<file path="src/hdl/qtpe_pkg.sv">
`timescale 1ns / 1ps
// ----------------------------------------------------------------------------
// qtpe_pkg
// Shared types, character codes and helpers for the quoted-printable encoder.
// ----------------------------------------------------------------------------
package qtpe_pkg;

    localparam logic [7:0] CHAR_TAB = 8'h09;
    localparam logic [7:0] CHAR_LF  = 8'h0A;
    localparam logic [7:0] CHAR_CR  = 8'h0D;
    localparam logic [7:0] CHAR_EQ  = 8'h3D;
    localparam logic [7:0] CHAR_SP  = 8'h20;
    localparam logic [7:0] CHAR_LT  = 8'h3C;
    localparam logic [7:0] CHAR_GT  = 8'h3E;
    localparam logic [7:0] CHAR_TLD = 8'h7E;
    localparam logic [7:0] CHAR_0   = 8'h30;
    localparam logic [7:0] CHAR_A   = 8'h41;

    // characters one input item may cause at most
    localparam logic [3:0] MAX_CHARS = 4'd9;

    localparam int CMD_FIFO_DEPTH = 4;
    localparam int CMD_PTR_W      = 2;

    // one encoding command: optional soft break, then one token
    typedef struct packed {
        logic       brk;       // "=" CR LF before the token
        logic       crlf;      // token is a hard break
        logic       esc;       // token is "=" plus two hex digits
        logic [7:0] data;      // raw byte of the token
        logic [2:0] len;       // characters to emit, 1 to 6
        logic       last;      // last command of its item
        logic       done;      // last command of the message
    } cmd_t;

    function automatic logic is_literal(input logic [7:0] b);
        is_literal = (b == CHAR_TAB) ||
                     ((b >= CHAR_SP) && (b <= CHAR_LT)) ||
                     ((b >= CHAR_GT) && (b <= CHAR_TLD));
    endfunction

    function automatic logic [7:0] hex_digit(input logic [3:0] v);
        hex_digit = (v < 4'd10) ? (CHAR_0 + {4'd0, v}) : (CHAR_A + {4'd0, v} - 8'd10);
    endfunction

endpackage

</file>
<file path="src/hdl/quoted_printable_encoder.sv">
`timescale 1ns / 1ps
// ----------------------------------------------------------------------------
// quoted_printable_encoder
// Quoted-printable encoder: raw message bytes in, encoded characters out.
// ----------------------------------------------------------------------------
// usage
//   input queue: drive data_byte and message_end, raise push; the item is
//   taken on a clock edge with push high and full low.
//   output queue: while empty is low, out_byte, run_last and message_done
//   show the oldest character; pop high takes it.
//   path: with both queues idle, a taken item passes the command queue and
//   the back end's current command before its first character shows.
//   throughput: one output character per cycle while the receiver pops, set
//   by the output register; a literal byte gives 1 character, an escaped byte
//   3, a hard break 2, and a soft break adds 3; a CR waits for the next item
//   and gives nothing until then. The front end handles one token per cycle
//   while the command queue has room, so an item that flushes a held CR as an
//   escape and encodes its own byte makes two tokens, full high for the second.
//   a four-entry command queue sits between front and back end.
//   a stalled receiver fills the output register, then the command queue,
//   then full rises; nothing is lost.
//   reset clears the held CR, the column and all queues; the first item after
//   reset starts a new message at column zero.
// ----------------------------------------------------------------------------
module quoted_printable_encoder
    import qtpe_pkg::*;
#(
    parameter int LINE_MAX = 76
)
(
    input  logic       clk,
    input  logic       rst_n,
    input  logic [7:0] data_byte,
    input  logic       message_end,
    input  logic       push,
    output logic       full,
    output logic [7:0] out_byte,
    output logic       run_last,
    output logic       message_done,
    output logic       empty,
    input  logic       pop
);

    cmd_t wr_cmd;
    cmd_t rd_cmd;
    logic cmd_push;
    logic cmd_full;
    logic cmd_empty;
    logic cmd_pop;

    qtpe_front #(
        .LINE_MAX (LINE_MAX)
    ) u_front (
        .clk         (clk),
        .rst_n       (rst_n),
        .data_byte   (data_byte),
        .message_end (message_end),
        .push        (push),
        .full        (full),
        .cmd         (wr_cmd),
        .cmd_push    (cmd_push),
        .cmd_full    (cmd_full)
    );

    qtpe_cmd_fifo u_fifo (
        .clk        (clk),
        .rst_n      (rst_n),
        .wr_cmd     (wr_cmd),
        .wr_en      (cmd_push),
        .fifo_full  (cmd_full),
        .rd_cmd     (rd_cmd),
        .rd_en      (cmd_pop),
        .fifo_empty (cmd_empty)
    );

    qtpe_back u_back (
        .clk          (clk),
        .rst_n        (rst_n),
        .rd_cmd       (rd_cmd),
        .fifo_empty   (cmd_empty),
        .rd_en        (cmd_pop),
        .out_byte     (out_byte),
        .run_last     (run_last),
        .message_done (message_done),
        .empty        (empty),
        .pop          (pop)
    );

endmodule

</file>
<file path="src/hdl/qtpe_front.sv">
`timescale 1ns / 1ps
// ----------------------------------------------------------------------------
// qtpe_front
// Takes input items, tracks pending CR and line column, and turns each item
// into up to two encoding commands for the back end.
// ----------------------------------------------------------------------------
module qtpe_front
    import qtpe_pkg::*;
#(
    parameter int LINE_MAX = 76
)
(
    input  logic       clk,
    input  logic       rst_n,
    input  logic [7:0] data_byte,
    input  logic       message_end,
    input  logic       push,
    output logic       full,
    output cmd_t       cmd,
    output logic       cmd_push,
    input  logic       cmd_full
);

    localparam logic [7:0] LimitCol = 8'(LINE_MAX - 1);

    logic       pending_reg, pending_next;
    logic [6:0] column_reg, column_next;
    logic       sec_valid_reg, sec_valid_next;
    logic [7:0] sec_byte_reg, sec_byte_next;
    logic       sec_end_reg, sec_end_next;
    logic [3:0] sec_cnt_reg, sec_cnt_next;

    logic       accept;
    logic       tok_present;
    logic       tok_crlf;
    logic [7:0] tok_byte;
    logic       tok_last;
    logic       tok_end;
    logic [3:0] cnt_in;
    logic       second;
    logic       esc;
    logic [2:0] tl;
    logic       brk;
    logic [3:0] n_chars;
    logic [3:0] room;
    logic [3:0] len;
    logic [7:0] col_after;
    logic       do_tok;

    assign full   = sec_valid_reg | cmd_full;
    assign accept = push & ~full;

    // pick the token to process this cycle
    always_comb
    begin
        tok_present = 1'b0;
        tok_crlf    = 1'b0;
        tok_byte    = data_byte;
        tok_last    = 1'b1;
        tok_end     = message_end;
        cnt_in      = 4'd0;
        second      = 1'b0;
        if (sec_valid_reg)
        begin
            tok_present = 1'b1;
            tok_byte    = sec_byte_reg;
            tok_end     = sec_end_reg;
            cnt_in      = sec_cnt_reg;
        end
        else if (pending_reg)
        begin
            tok_present = 1'b1;
            if (data_byte == CHAR_LF)
            begin
                tok_crlf = 1'b1;
            end
            else
            begin
                tok_byte = CHAR_CR;
                second   = (data_byte != CHAR_CR) | message_end;
                tok_last = ~second;
            end
        end
        else if (data_byte == CHAR_CR)
        begin
            // lone CR only turns into output at message end
            tok_present = message_end;
        end
        else
        begin
            tok_present = 1'b1;
        end
    end

    assign do_tok = sec_valid_reg ? ~cmd_full : accept;

    always_comb
    begin
        esc       = ~is_literal(tok_byte);
        tl        = tok_crlf ? 3'd0 : (esc ? 3'd3 : 3'd1);
        brk       = ~tok_crlf && (({1'b0, column_reg} + {5'd0, tl}) > LimitCol);
        n_chars   = (brk ? 4'd3 : 4'd0) + (tok_crlf ? 4'd2 : {1'b0, tl});
        room      = MAX_CHARS - cnt_in;
        len       = (n_chars < room) ? n_chars : room;
        col_after = tok_crlf ? 8'd0
                             : ((brk ? 8'd0 : {1'b0, column_reg}) + {5'd0, tl});
    end

    always_comb
    begin
        cmd.brk  = brk;
        cmd.crlf = tok_crlf;
        cmd.esc  = esc;
        cmd.data = tok_byte;
        cmd.len  = len[2:0];
        cmd.last = tok_last;
        cmd.done = tok_last & tok_end;
    end

    assign cmd_push = do_tok & tok_present;

    always_comb
    begin
        pending_next   = pending_reg;
        column_next    = column_reg;
        sec_valid_next = sec_valid_reg;
        sec_byte_next  = sec_byte_reg;
        sec_end_next   = sec_end_reg;
        sec_cnt_next   = sec_cnt_reg;
        if (do_tok)
        begin
            if (tok_present)
            begin
                column_next = col_after[6:0];
            end
            if (tok_last & tok_end)
            begin
                column_next = 7'd0;
            end
            if (sec_valid_reg)
            begin
                sec_valid_next = 1'b0;
            end
            else
            begin
                pending_next   = ~message_end & (data_byte == CHAR_CR);
                sec_valid_next = second;
                sec_byte_next  = (data_byte == CHAR_CR) ? CHAR_CR : data_byte;
                sec_end_next   = message_end;
                sec_cnt_next   = len;
            end
        end
    end

    always_ff @(posedge clk or negedge rst_n)
    begin
        if (!rst_n)
        begin
            pending_reg   <= 1'b0;
            column_reg    <= 7'd0;
            sec_valid_reg <= 1'b0;
        end
        else
        begin
            pending_reg   <= pending_next;
            column_reg    <= column_next;
            sec_valid_reg <= sec_valid_next;
        end
    end

    always_ff @(posedge clk)
    begin
        sec_byte_reg <= sec_byte_next;
        sec_end_reg  <= sec_end_next;
        sec_cnt_reg  <= sec_cnt_next;
    end

endmodule

</file>
<file path="src/hdl/qtpe_cmd_fifo.sv">
`timescale 1ns / 1ps
// ----------------------------------------------------------------------------
// qtpe_cmd_fifo
// Short command queue between front and back end.
// ----------------------------------------------------------------------------
module qtpe_cmd_fifo
    import qtpe_pkg::*;
(
    input  logic clk,
    input  logic rst_n,
    input  cmd_t wr_cmd,
    input  logic wr_en,
    output logic fifo_full,
    output cmd_t rd_cmd,
    input  logic rd_en,
    output logic fifo_empty
);

    cmd_t                 mem_reg [CMD_FIFO_DEPTH];
    logic [CMD_PTR_W-1:0] wr_ptr_reg, wr_ptr_next;
    logic [CMD_PTR_W-1:0] rd_ptr_reg, rd_ptr_next;
    logic [CMD_PTR_W:0]   count_reg, count_next;
    logic                 do_wr;
    logic                 do_rd;

    assign fifo_full  = (count_reg == (CMD_PTR_W + 1)'(CMD_FIFO_DEPTH));
    assign fifo_empty = (count_reg == '0);
    assign do_wr      = wr_en & ~fifo_full;
    assign do_rd      = rd_en & ~fifo_empty;
    assign rd_cmd     = mem_reg[rd_ptr_reg];

    always_comb
    begin
        wr_ptr_next = do_wr ? wr_ptr_reg + 1'b1 : wr_ptr_reg;
        rd_ptr_next = do_rd ? rd_ptr_reg + 1'b1 : rd_ptr_reg;
        count_next  = count_reg + {{CMD_PTR_W{1'b0}}, do_wr} - {{CMD_PTR_W{1'b0}}, do_rd};
    end

    always_ff @(posedge clk or negedge rst_n)
    begin
        if (!rst_n)
        begin
            wr_ptr_reg <= '0;
            rd_ptr_reg <= '0;
            count_reg  <= '0;
        end
        else
        begin
            wr_ptr_reg <= wr_ptr_next;
            rd_ptr_reg <= rd_ptr_next;
            count_reg  <= count_next;
        end
    end

    always_ff @(posedge clk)
    begin
        if (do_wr)
        begin
            mem_reg[wr_ptr_reg] <= wr_cmd;
        end
    end

endmodule

</file>
<file path="src/hdl/qtpe_back.sv">
`timescale 1ns / 1ps
// ----------------------------------------------------------------------------
// qtpe_back
// Expands commands into output characters, one per cycle while the
// receiver pops, through an output register.
// ----------------------------------------------------------------------------
module qtpe_back
    import qtpe_pkg::*;
(
    input  logic       clk,
    input  logic       rst_n,
    input  cmd_t       rd_cmd,
    input  logic       fifo_empty,
    output logic       rd_en,
    output logic [7:0] out_byte,
    output logic       run_last,
    output logic       message_done,
    output logic       empty,
    input  logic       pop
);

    logic       cur_valid_reg, cur_valid_next;
    cmd_t       cur_reg, cur_next;
    logic [2:0] idx_reg, idx_next;
    logic       ov_reg, ov_next;
    logic [7:0] ob_reg;
    logic       orl_reg;
    logic       omd_reg;

    logic       adv;
    logic       ch_last;
    logic [2:0] j;
    logic [7:0] ch;

    assign adv     = cur_valid_reg & (~ov_reg | pop);
    assign ch_last = (idx_reg == cur_reg.len - 3'd1);
    assign rd_en   = ~fifo_empty & (~cur_valid_reg | (adv & ch_last));

    // character at position idx of the expanded command
    always_comb
    begin
        j  = cur_reg.brk ? idx_reg - 3'd3 : idx_reg;
        ch = cur_reg.data;
        if (cur_reg.brk && (idx_reg < 3'd3))
        begin
            case (idx_reg)
                3'd0:    ch = CHAR_EQ;
                3'd1:    ch = CHAR_CR;
                default: ch = CHAR_LF;
            endcase
        end
        else if (cur_reg.crlf)
        begin
            ch = (j == 3'd0) ? CHAR_CR : CHAR_LF;
        end
        else if (cur_reg.esc)
        begin
            case (j)
                3'd0:    ch = CHAR_EQ;
                3'd1:    ch = hex_digit(cur_reg.data[7:4]);
                default: ch = hex_digit(cur_reg.data[3:0]);
            endcase
        end
    end

    always_comb
    begin
        cur_valid_next = cur_valid_reg;
        cur_next       = cur_reg;
        idx_next       = idx_reg;
        ov_next        = ov_reg & ~pop;
        if (adv)
        begin
            ov_next  = 1'b1;
            idx_next = idx_reg + 3'd1;
            if (ch_last)
            begin
                cur_valid_next = 1'b0;
            end
        end
        if (rd_en)
        begin
            cur_valid_next = 1'b1;
            cur_next       = rd_cmd;
            idx_next       = 3'd0;
        end
    end

    always_ff @(posedge clk or negedge rst_n)
    begin
        if (!rst_n)
        begin
            cur_valid_reg <= 1'b0;
            ov_reg        <= 1'b0;
        end
        else
        begin
            cur_valid_reg <= cur_valid_next;
            ov_reg        <= ov_next;
        end
    end

    always_ff @(posedge clk)
    begin
        cur_reg <= cur_next;
        idx_reg <= idx_next;
        if (adv)
        begin
            ob_reg  <= ch;
            orl_reg <= cur_reg.last & ch_last;
            omd_reg <= cur_reg.done & ch_last;
        end
    end

    assign out_byte     = ob_reg;
    assign run_last     = orl_reg;
    assign message_done = omd_reg;
    assign empty        = ~ov_reg;

endmodule

</file>
<file path="config.mk">
export PLATFORM = sky130hd
export DESIGN_NAME = quoted_printable_encoder
export DESIGN_NICKNAME = d
export VERILOG_FILES = /design/src/hdl/qtpe_pkg.sv /design/src/hdl/quoted_printable_encoder.sv /design/src/hdl/qtpe_front.sv /design/src/hdl/qtpe_cmd_fifo.sv /design/src/hdl/qtpe_back.sv
export SDC_FILE = /design/constraint.sdc
export NUM_CORES = 1
export LEC_CHECK = 0
export ABC_AREA = 1
export BUFFER_PORTS_ARGS = -buffer_cell sky130_fd_sc_hd__clkbuf_2
export CAP_MARGIN = 20
export CORE_ASPECT_RATIO = 1.5
export CORE_MARGIN = 3
export CORE_UTILIZATION = 55
export DETAILED_ROUTE_END_ITERATION = 6
export PLACE_DENSITY = 0.75
export SYNTH_ARGS = -nofsm -noshare
export SYNTH_HDL_FRONTEND = slang
export SYNTH_SLANG_ARGS = --single-unit
export TNS_END_PERCENT = 1
</file>
<file path="constraint.sdc">
create_clock -name clk -period 3.55 [get_ports clk]
set_clock_uncertainty 0.15 [all_clocks]
set_input_delay 0.5325 -clock clk [delete_from_list [all_inputs] [get_ports clk]]
set_output_delay 0.5325 -clock clk [all_outputs]
set_load 0.1 [all_outputs]
</file>
# Word-level counts from Yosys, hierarchy flattened
# Memory sizes are Yosys's and may differ from the RTL's. A register that Yosys moved wholly into a read port is not among the register bits.
# Index checks and enable logic that the tools add are counted.
totals:
  reg_bits: 44
  ramBits: 64
  in_bits: 13
  out_inout_bits: 12
  word_cells: 134
  mem_count: 1
mem_list:
  columns: ["name", "depth", "word_bits", "rd", "rd_ports_with_merged_regs", "wr", "line_no", "text"]
  rows:
  - ["u_fifo.mem_reg", 4, 16, 1, 1, 1, "qtpe_cmd_fifo.sv:19", "cmd_t mem_reg [CMD_FIFO_DEPTH];"]
op_classes:
  add_sub_neg: 17
  order_cmp: 9
  n_eq_ne: 8
  n_mux: 42
  bitwise: 27
  n_reduce_logical: 15
op_table:
  columns: ["cell", "n"]
  rows:
  - ["2-to-1 mux 8 bit", 8]
  - ["2-to-1 mux 7 bit", 4]
  - ["equality test 8 x 4 -> 1 bit (second input constant)", 3]
  - ["2-to-1 mux 1 bit", 20]
  - ["adder 7 x 4 -> 8 bit (first input constant)", 2]
  - ["greater-or-equal comparator 8 x 6 -> 1 bit (second input constant)", 2]
  - ["case mux 8 bit (2 select lines)", 1]
  - ["subtractor 8 x 4 -> 8 bit (second input constant)", 2]
  - ["adder 6 x 4 -> 7 bit (first input constant)", 2]
  - ["AND 1 bit", 12]
  - ["2-to-1 mux 3 bit", 4]
  - ["case mux 6 bit (2 select lines)", 1]
  - ["NOT 1 bit", 11]
  - ["logical NOT 3 bit", 3]
  - ["adder 7 x 3 -> 8 bit", 1]
  - ["greater-than comparator 8 x 7 -> 1 bit (second input constant)", 1]
  - ["<= comparator 8 x 6 -> 1 bit (second input constant)", 1]
  - ["<= comparator 8 x 7 -> 1 bit (second input constant)", 1]
  - ["less-than comparator 4 bit (second input constant)", 2]
  - ["2-to-1 mux 4 bit", 2]
  - ["inequality test 8 x 4 -> 1 bit (second input constant)", 1]
  - ["adder 7 x 3 -> 7 bit", 1]
  - ["equality test 3 x 1 -> 1 bit (second input constant)", 2]
  - ["AND reduction 2 bit", 3]
  - ["other kinds (17)", 28]

# Logic depth before layout (Yosys ltp)
# Gate-level depths: netlist of run 1.
depth:
  word_depth: 18
  mapped_depth: 32
  ltp_nobuf: 32

# By module
# Synthesis of run 1 repeated with hierarchy kept, for this count alone.
hier_totals:
  cells_unflattened: 675
  hier_area_um2: 6396.1
modules_own_cells:
  columns: ["module", "n_inst", "cells_per_inst", "area_each_um2", "seq_area_each_um2"]
  rows:
  - ["qtpe_cmd_fifo", 1, 262, 2992.9, 2097.0]
  - ["qtpe_front", 1, 223, 1722.9, 615.6]
  - ["qtpe_back", 1, 190, 1680.4, 890.9]

# Worst setup path before layout of run 1
# Ideal clock, no wire load.
synth_path:
  path_type: "input to register"
  from: "input data_byte[4]"
  to: "memory u_fifo.mem_reg[0][2] (netlist name) (data pin)"
  setup_time_ns: 0.273
  arrival_ns: 3.264
  t_required_ns: 3.127
  slack_ns: -0.136
  cell_stages: 26
  path_buffers: 0
  path_cell_list: "inv_1 -> nand2_1 -> nor3_4 -> nand2_1 -> nand2_1 -> o2111ai_2 -> nand2_1 -> nand2_1 -> nor2_2 -> nand2_2 -> nand2_4 -> nand2_2 -> fa_1 -> inv_1 -> nand3_1 -> a21oi_1 -> nand3_1 -> nand2_1 -> nand2_4 -> inv_2 -> ha_1 -> and2_1 -> nand2_1 -> nand2_2 -> o21ai_0 -> nand2_1"
synth_lines:
  columns: ["element", "line_no", "text"]
  rows:
  - ["from (decl)", "quoted_printable_encoder.sv:33", "input logic [7:0] data_byte,"]
  - ["to (decl)", "qtpe_cmd_fifo.sv:19", null]

==> summary.txt, run 1 <==
Run status
  – Outcome: finished, violations left
  – Failing checks: setup timing

Cells and area
  – Final Non-Filler Cells: 788
  – Fraction of final layout cells sized beyond drive strength 1: 0.2427
  – Number of diodes added for antenna fixing: 0
  – Net count reported at finish: 669
  – Filler cell count in the final layout: around 700
  – Core utilization of the finished layout: 0.6981
  – Area added between synthesis and finish: 21.65%
  – Max FFs per register: 64
  – Final design instance area without fill: 0.007193 mm2

Critical path
  – Worst endpoint data arrival time: about 3.8 ns
  – Critical-path maximum fanout: 5
  – Worst Setup Path Type: reg2reg
  – Cell count of the worst reg-to-reg path: 25
  – Worst stage delay on the critical path: just over 0.4 ns
  – Crit path max-delay family: simple AND/OR/NAND/NOR gates
  – Sum of buffers and inverters on the critical path: 6
  – CP endpoint kind: flop
  – Stages on the worst setup path: 25
  – Slowest cell on crit path: dfrtp_1
  – Cell seen most often among critical-path stages: inv_2
  – Endpoint required time on the critical path: around 3.7 ns
  – Critical path launch point type: flop

STA
  – Relative slew margins: 0.5803
  – Transition time at the pin with the least slew margin: 0.6295 ns
  – Fmax: 275.1 MHz
  – RSZ-0062 raised after global routing: yes
  – Minimum clock period after layout: 3.635 ns
  – Hold Vio Cnt, Final: 0
  – Fraction of the cycle the final worst path needs: 1.024
  – Final max-slew violation count: 0
  – Setup violations, final: 21
  – Worst Slack Setup Final: -0.08465 ns

Routing
  – Overall via count from detail_route: 4234
  – Drt wl/cell: around 15 um
  – Via-per-instance ratio: 5.373
  – Initial DRC Count: approximately 330
  – Residual antenna-violating net count after detailed routing: 0
  – Final routed DRC violation total: 0
  – Total detailed-routing wirelength: between 10000 and 15000 um
  – First-pass detailed-route iteration total: 5

Floorplan
  – Die Height: 133.0 um
  – Std-Cell Rows: 45
  – Width of the die: just over 90 um
  – DIE AREA: 0.01206 mm2
  – Starting utilization of the core area: 0.5739
  – IO Pins: 25
  – Core area: 0.01030 mm2

GRT
  – Initial antenna violation count: 0
  – Congestion Overflow GR: 0
  – Wire length of the first global-routing pass: 19310 um
  – Vias in the first global route: 4416
  – Combined global-route utilization of all metal layers: 0.2055
  – Largest net degree at the start of global routing: 35

Power
  – Sequential share of power: 0.389
  – Cell leakage power: between 0.002 and 0.003 uW
  – Switching power total: roughly 2100 uW
  – Total power per unit cell area: 793.4 mW/mm2
  – Sw frac: 0.3657
  – Fraction of power consumed by the clock network: 0.290
  – Pint: approximately 3600 uW
  – Peak supply drop: 431.0 uV
  – Combinational power share: 0.322

CTS
  – Maximum buffer depth of the clock tree: 2
  – Worst-skew pair later-pin latency: roughly 0.4 ns
  – Clk Tree Root Cell: clkbuf_16
  – Clock transition time at the flip-flop clock pins of the worst setup and hold paths: 0.05 ns
  – TritonCTS clock tree: done
  – H-tree depth: 4
  – Number of clock sinks: 124
  – Clock buffers created by TritonCTS: 17

Logic synthesis
  – Sequential share of the synthesized area: 0.6094
  – Average cell area after synthesis: 10.36 um2
  – Number of enable-type register cells in the synthesized netlist: 103
  – Count of cell types in the netlist: 43
  – Fraction of registers with async set/reset: 0.1452
  – Number of flip-flops and latches in the synthesized netlist: 124
  – Total nets after synthesis: 605
  – Count of mapped cells out of synthesis: 571
  – Synth Cell Area: 0.005913 mm2
  – YS warnings: 0
  – Most common flop cell mapped by yosys: edfxtp_1

Min path
  – Classification of the worst-slack hold path: in2reg
  – Hold Path Stages: 1

Placement
  – Number of placed instances with taps included: 751
  – Placer's final routability congestion estimate: 0.9262
  – Half-perimeter wire length after detailed placement: 8158 um
  – Total of buffers placed on input and output ports: 24
  – Post-place instance area: 0.006449 mm2

Job
  – MaxCap Viol Count: 0
worst paths after layout:
| check | start | endpoint | slack, ns |
|---|---|---|---|
| worst max-delay path | u_front.sec_valid_reg | u_front.column_reg[4] | -0.08 |
| worst min-delay path | data_byte[1] | u_front.sec_byte_reg[1] | 0.17 |
| worst max register to register | u_front.sec_valid_reg | u_front.column_reg[4] | -0.08 |
| worst min register to register | u_back.cur_valid_reg | u_back.ov_reg | 0.36 |
| max in group asynchronous | rst_n | u_front.sec_valid_reg | 2.43 |
| min in group asynchronous | rst_n | u_front.column_reg[3] | 0.48 |
through the flow:
stage,TNS (ns),total power (uW),hold slack (ns),worst slack (ns)
3_3_place_gp,-2.324,3942,0.3174,-0.1400
2_1_floorplan,-0.3111,3560,0.08691,-0.03536
4_1_cts,0,5689,0.1548,0.006494
3_5_place_dp,-5.202,4027,0.3490,-0.2963
6_report,-1.092,5707,0.1687,-0.08465
5_1_grt,-5.649,6016,0.1645,-0.3142
cells in the final DEF, fill, tap and decap left out, types with 8 or more instances in the layout:
cell type / Yosys / layout
nand2_1: 88 / 76
clkbuf_16: 0 / 17
inv_2: 7 / 11
ha_1: 18 / 15
clkbuf_2: 0 / 24
o21ai_1: 8 / 8
nand2_2: 7 / 15
inv_1: 76 / 69
o21ai_0: 52 / 49
nor2_1: 63 / 60
dfrtp_1: 18 / 18
o22ai_1: 20 / 20
nand3_1: 18 / 14
xor2_1: 8 / 8
edfxtp_1: 103 / 103
buf_4: 1 / 39
a21oi_1: 16 / 14
cells by family (layout without fill, tap and decap cells):
family / count (synthesis) / after routing / synth area share
simple gates: 200 / 200 / 0.1523
compound gates: 110 / 110 / 0.1058
fa+ha+maj: 21 / 21 / 0.04824
flops: 124 / 124 / 0.6094
buf+inv: 104 / 180 / 0.06729
xor+xnor: 11 / 11 / 0.01629
other cells: 1 / 1 / 0.0006342
power by group through the flow:
stage / Clock, uW / Sequential (uW) / Combinational [uW]
after global placement: 0 / 2220 / 1720
after CTS: 1670 / 2210 / 1810
after floorplan: 0 / 2460 / 1100
after detailed placement: 0 / 2230 / 1790
after global routing: 1720 / 2250 / 2040
final: 1650 / 2220 / 1840
what timing repair did:
item	CTS	global route
hold buffers	1	0
endpoints found under the hold margin	18	0
pin swaps	0	24
resized for setup	4	35
buffers inserted	0	5
endpoints found under the setup margin	18	21
synth_stat cells, types with 16 or more instances:
library cell / number / area share
ha_1: 18 / 0.038
o22ai_1: 20 / 0.021
nand2_1: 88 / 0.056
clkbuf_1: 16 / 0.010
edfxtp_1: 103 / 0.52
o21ai_0: 52 / 0.044
inv_1: 76 / 0.048
nand3_1: 18 / 0.015
a21oi_1: 16 / 0.014
nor2_1: 63 / 0.040
dfrtp_1: 18 / 0.076
layout make-up:
cell class,count,area (um2),share of cell area
flip-flops and latches,124,3603,0.5010
multi-input cells,343,2078,0.2889
repair buffers,66,449.2,0.06245
clock buffers,21,440.4,0.06123
inverters,83,321.6,0.04470
well taps,141,176.4,0.02453
clock inverters,10,123.9,0.01722
layer usage:
metal / part of all wire / GRT usage / up-vias
li1: - / - / 2046
met3: 0.038 / 0.05347 / 44
met2: 0.56 / 0.3822 / 126
met1: 0.36 / 0.1944 / 2018
met5: 0 / 0 / -
met4: 0.040 / 0.1354 / 0
No activity file was read; power rests on OpenSTA's default activity.
==> run 2: changes to the inputs <==
Settings changed: CTS_BUF_LIST set to sky130_fd_sc_hd__clkbuf_16, PLACE_DENSITY 0.75 to 0.72.
Clock period 3.55 ns to 4.29 ns, I/O delays scaled along.
==> run 2 against run 1 <==
Effect of this change: the run now ends clean; wire length is 4.7% lower; hold slack worse by 0.13 ns; first-iteration DRC count is 20% lower; cell count is 4.4% lower; largest cell class unchanged; flip-flop and latch count stayed put; cell area is 6.8% lower; global-route usage is 0.14 points higher; utilization is 4.7 points lower; worst setup slack better by 0.45 ns; clock power is 26% lower; sequential power is 18% lower.
==> summary.txt, run 2 (same netlist as run 1, synthesis figures left out) <==
Placement
  – Post-place instance area: 0.006171 mm2 (was 0.006449 mm2)
  – Total of buffers placed on input and output ports: 24 (unchanged)
  – Half-perimeter wire length after detailed placement: 8021 um (was 8158 um)
  – Number of placed instances with taps included: 720 (was 751)
  – Placer's final routability congestion estimate: 0.9503 (was 0.9262)

CTS
  – Maximum buffer depth of the clock tree: 2 (unchanged)
  – Post CTS Setup Buffer Count: 0 (unchanged)
  – Number of clock sinks: 124 (unchanged)
  – Clock transition time at the flip-flop clock pins of the worst setup and hold paths: 0.05 ns (about the same)
  – Hold-fix buffer count after cts: 0 (was 1)
  – Clock buffers created by TritonCTS: 17 (unchanged)
  – Post-cts repair resize count: 0 (was 4)
  – Clk Tree Root Cell: clkbuf_16 (unchanged)
  – H-tree depth: 4 (unchanged)
  – TritonCTS clock tree: done (unchanged)
  – Worst-skew pair later-pin latency: 0.40 ns (was 0.41 ns)

Routing
  – Drt wl/cell: 15.43 um (was 15.47 um)
  – Total detailed-routing wirelength: 11620 um (was 12190 um)
  – Via-per-instance ratio: 5.352 (was 5.373)
  – Residual antenna-violating net count after detailed routing: 0 (unchanged)
  – Final routed DRC violation total: 0 (unchanged)
  – Overall via count from detail_route: 4030 (was 4234)
  – First-pass detailed-route iteration total: 4 (was 5)
  – Initial DRC Count: 261 (was 326)

STA
  – RSZ-0062 raised after global routing: yes (unchanged)
  – Relative slew margins: 0.3627 (was 0.5803)
  – Setup violations, final: 0 (was 21)
  – Setup Total Neg Slack: 0 ns (was -1.092 ns)
  – Fmax: 254.5 MHz
  – Final max-slew violation count: 0 (unchanged)
  – Minimum clock period after layout: 3.929 ns
  – Transition time at the pin with the least slew margin: 0.9549 ns (was 0.6295 ns)
  – Worst hold slack: 0.03799 ns (was 0.1687 ns)
  – Hold Vio Cnt, Final: 0 (unchanged)
  – Fraction of the cycle the final worst path needs: 0.9158

Cells and area
  – Filler cell count in the final layout: 806 (was 696)
  – Area added between synthesis and finish: 13.42% (was 21.65%)
  – Number of diodes added for antenna fixing: 0 (unchanged)
  – Fraction of final layout cells sized beyond drive strength 1: 0.1454 (was 0.2427)
  – Net count reported at finish: 633 (was 669)
  – Max FFs per register: 64 (unchanged)
  – Final design instance area without fill: 0.006706 mm2 (was 0.007193 mm2)
  – Top library cells by usage in the layout, fill and taps aside: edfxtp_1 (103), nand2_1 (88), inv_1 (80) (was edfxtp_1 (103), nand2_1 (76), inv_1 (69))
  – Core utilization of the finished layout: 0.6509 (was 0.6981)
  – Most common cell after layout, fill and taps aside: edfxtp_1 (unchanged)
  – Final Non-Filler Cells: 753 (was 788)

GRT
  – Initial antenna violation count: 0 (unchanged)
  – Congestion Overflow GR: 0 (unchanged)
  – Wire length of the first global-routing pass: 19360 um (was 19310 um)
  – Vias in the first global route: 4094 (was 4416)
  – Combined global-route utilization of all metal layers: 0.2069 (was 0.2055)
  – Largest net degree at the start of global routing: 35 (unchanged)

Min path
  – Classification of the worst-slack hold path: in2async (was in2reg)

Floorplan
  – IO Pins: 25 (unchanged)
  – Die Height: 133.0 um (unchanged)
  – Std-Cell Rows: 45 (unchanged)
  – DIE AREA: 0.01206 mm2 (unchanged)
  – Core area: 0.01030 mm2 (unchanged)
  – Width of the die: 90.66 um (unchanged)
  – Starting utilization of the core area: 0.5739 (unchanged)

Critical path
  – Crit path from: data_byte[5] (was u_front.sec_valid_reg)
  – CP endpoint kind: flop (unchanged)
  – Worst endpoint data arrival time: 3.90 ns (was 3.78 ns)
  – R2r startpoint: u_front.sec_valid_reg (unchanged)
  – Endpoint required time on the critical path: 4.26 ns (was 3.69 ns)
  – Critical-path maximum fanout: 6 (was 5)
  – Worst Setup Path Type: in2reg (was reg2reg)
  – Critical path launch point type: primary input (was flop)

Run status
  – Outcome: completed (was finished, violations left)

Power
  – Combinational power share: 0.324 (was 0.322)
  – Sequential share of power: 0.406 (was 0.389)
  – Fraction of power consumed by the clock network: 0.270 (was 0.290)
  – Total power per unit cell area: 672.5 mW/mm2 (was 793.4 mW/mm2)
  – Peak supply drop: 388.5 uV (was 431.0 uV)
  – Cell leakage power: 0.002743 uW (was 0.002945 uW)
  – Pint: 2804 uW (was 3620 uW)
  – Switching power total: 1706 uW (was 2087 uW)
  – Sw frac: 0.3783 (was 0.3657)

Job
  – MaxCap Viol Count: 0 (unchanged)
-- run 2: cell types whose count changed in the layout (fill, tap and decap cells not counted), sizes merged --
cell | previous run | this run
bufinv | 3 | 0
inv | 83 | 87
dlygate4sd3 | 1 | 0
buf | 41 | 6
clkbuf | 45 | 42
clkinv | 6 | 9
-- run 2: worst paths after layout --
check / cells after the start / end / slack [ns]
setup / recovery: 27 / u_fifo.mem_reg[3][2] / 0.36
hold reg to reg: 2 / u_back.ov_reg / 0.33
max in group asynchronous: 1 / u_fifo.count_reg[0] / 3.63
setup reg to reg: 24 / u_fifo.mem_reg[3][2] / 0.38
hold / removal: 1 / u_front.column_reg[5] / 0.04
min in group clk: 1 / u_front.sec_byte_reg[1] / 0.28
-- run 2: area by class of cell --
type | count | area (um2) | share of cell area
Clock buffer | 18 | 450.4 | 0.06716
Clock inverter | 14 | 62.56 | 0.009328
Inverter | 83 | 311.5 | 0.04646
Multi-Input combinational cell | 343 | 1933 | 0.2882
Sequential cell | 124 | 3603 | 0.5373
Tap cell | 141 | 176.4 | 0.02631
Timing Repair Buffer | 30 | 168.9 | 0.02519
-- run 2: critical path, cell delays in order --
cell and delay, ns:
clkbuf_2 0.10, inv_2 0.07, nand2_1 0.09, nor3_4 0.23, nand2_1 0.10, nand2_1 0.13, o2111ai_2 0.12, nand2_1 0.09
nand2_1 0.06, nor2_2 0.08, nand2_2 0.08, nand2_4 0.07, nand2_2 0.07, fa_1 0.41, inv_1 0.11, nand2_1 0.06
a21oi_1 0.17, o21ai_1 0.13, nand2_1 0.13, nand2_4 0.05, inv_2 0.11, ha_1 0.24, and2_1 0.17, nand2_1 0.08
nand2_2 0.07, o21ai_0 0.08, nand2_1 0.14
-- run 2: power groups by stage --
| stage | sequential [uW] | clock, uW | combinational, uW |
|---|---|---|---|
| after floorplan | 2030 | 0 | 899 |
| after global placement | 1840 | 0 | 1400 |
| after detailed placement | 1850 | 0 | 1450 |
| after CTS | 1830 | 1230 | 1470 |
| after global routing | 1860 | 1280 | 1630 |
| final | 1830 | 1220 | 1460 |
-- run 2: stage by stage --
stage | setup WS, ns | power, uW
floorplan | 0.4927 | 2932
global placement | 0.2536 | 3239
detailed placement | 0.06608 | 3301
CTS | 0.3561 | 4525
global route | -0.02532 | 4777
finish | 0.3614 | 4510
-- run 2: routing by layer --
layer | track usage | share of wire | up-vias | wire (um)
li1 | - | - | 1979 | -
met1 | 0.2137 | 0.38 | 1942 | 4445
met2 | 0.3830 | 0.56 | 90 | 6505
met3 | 0.04664 | 0.033 | 19 | 381
met4 | 0.1107 | 0.024 | 0 | 284
met5 | 0 | 0 | - | 0
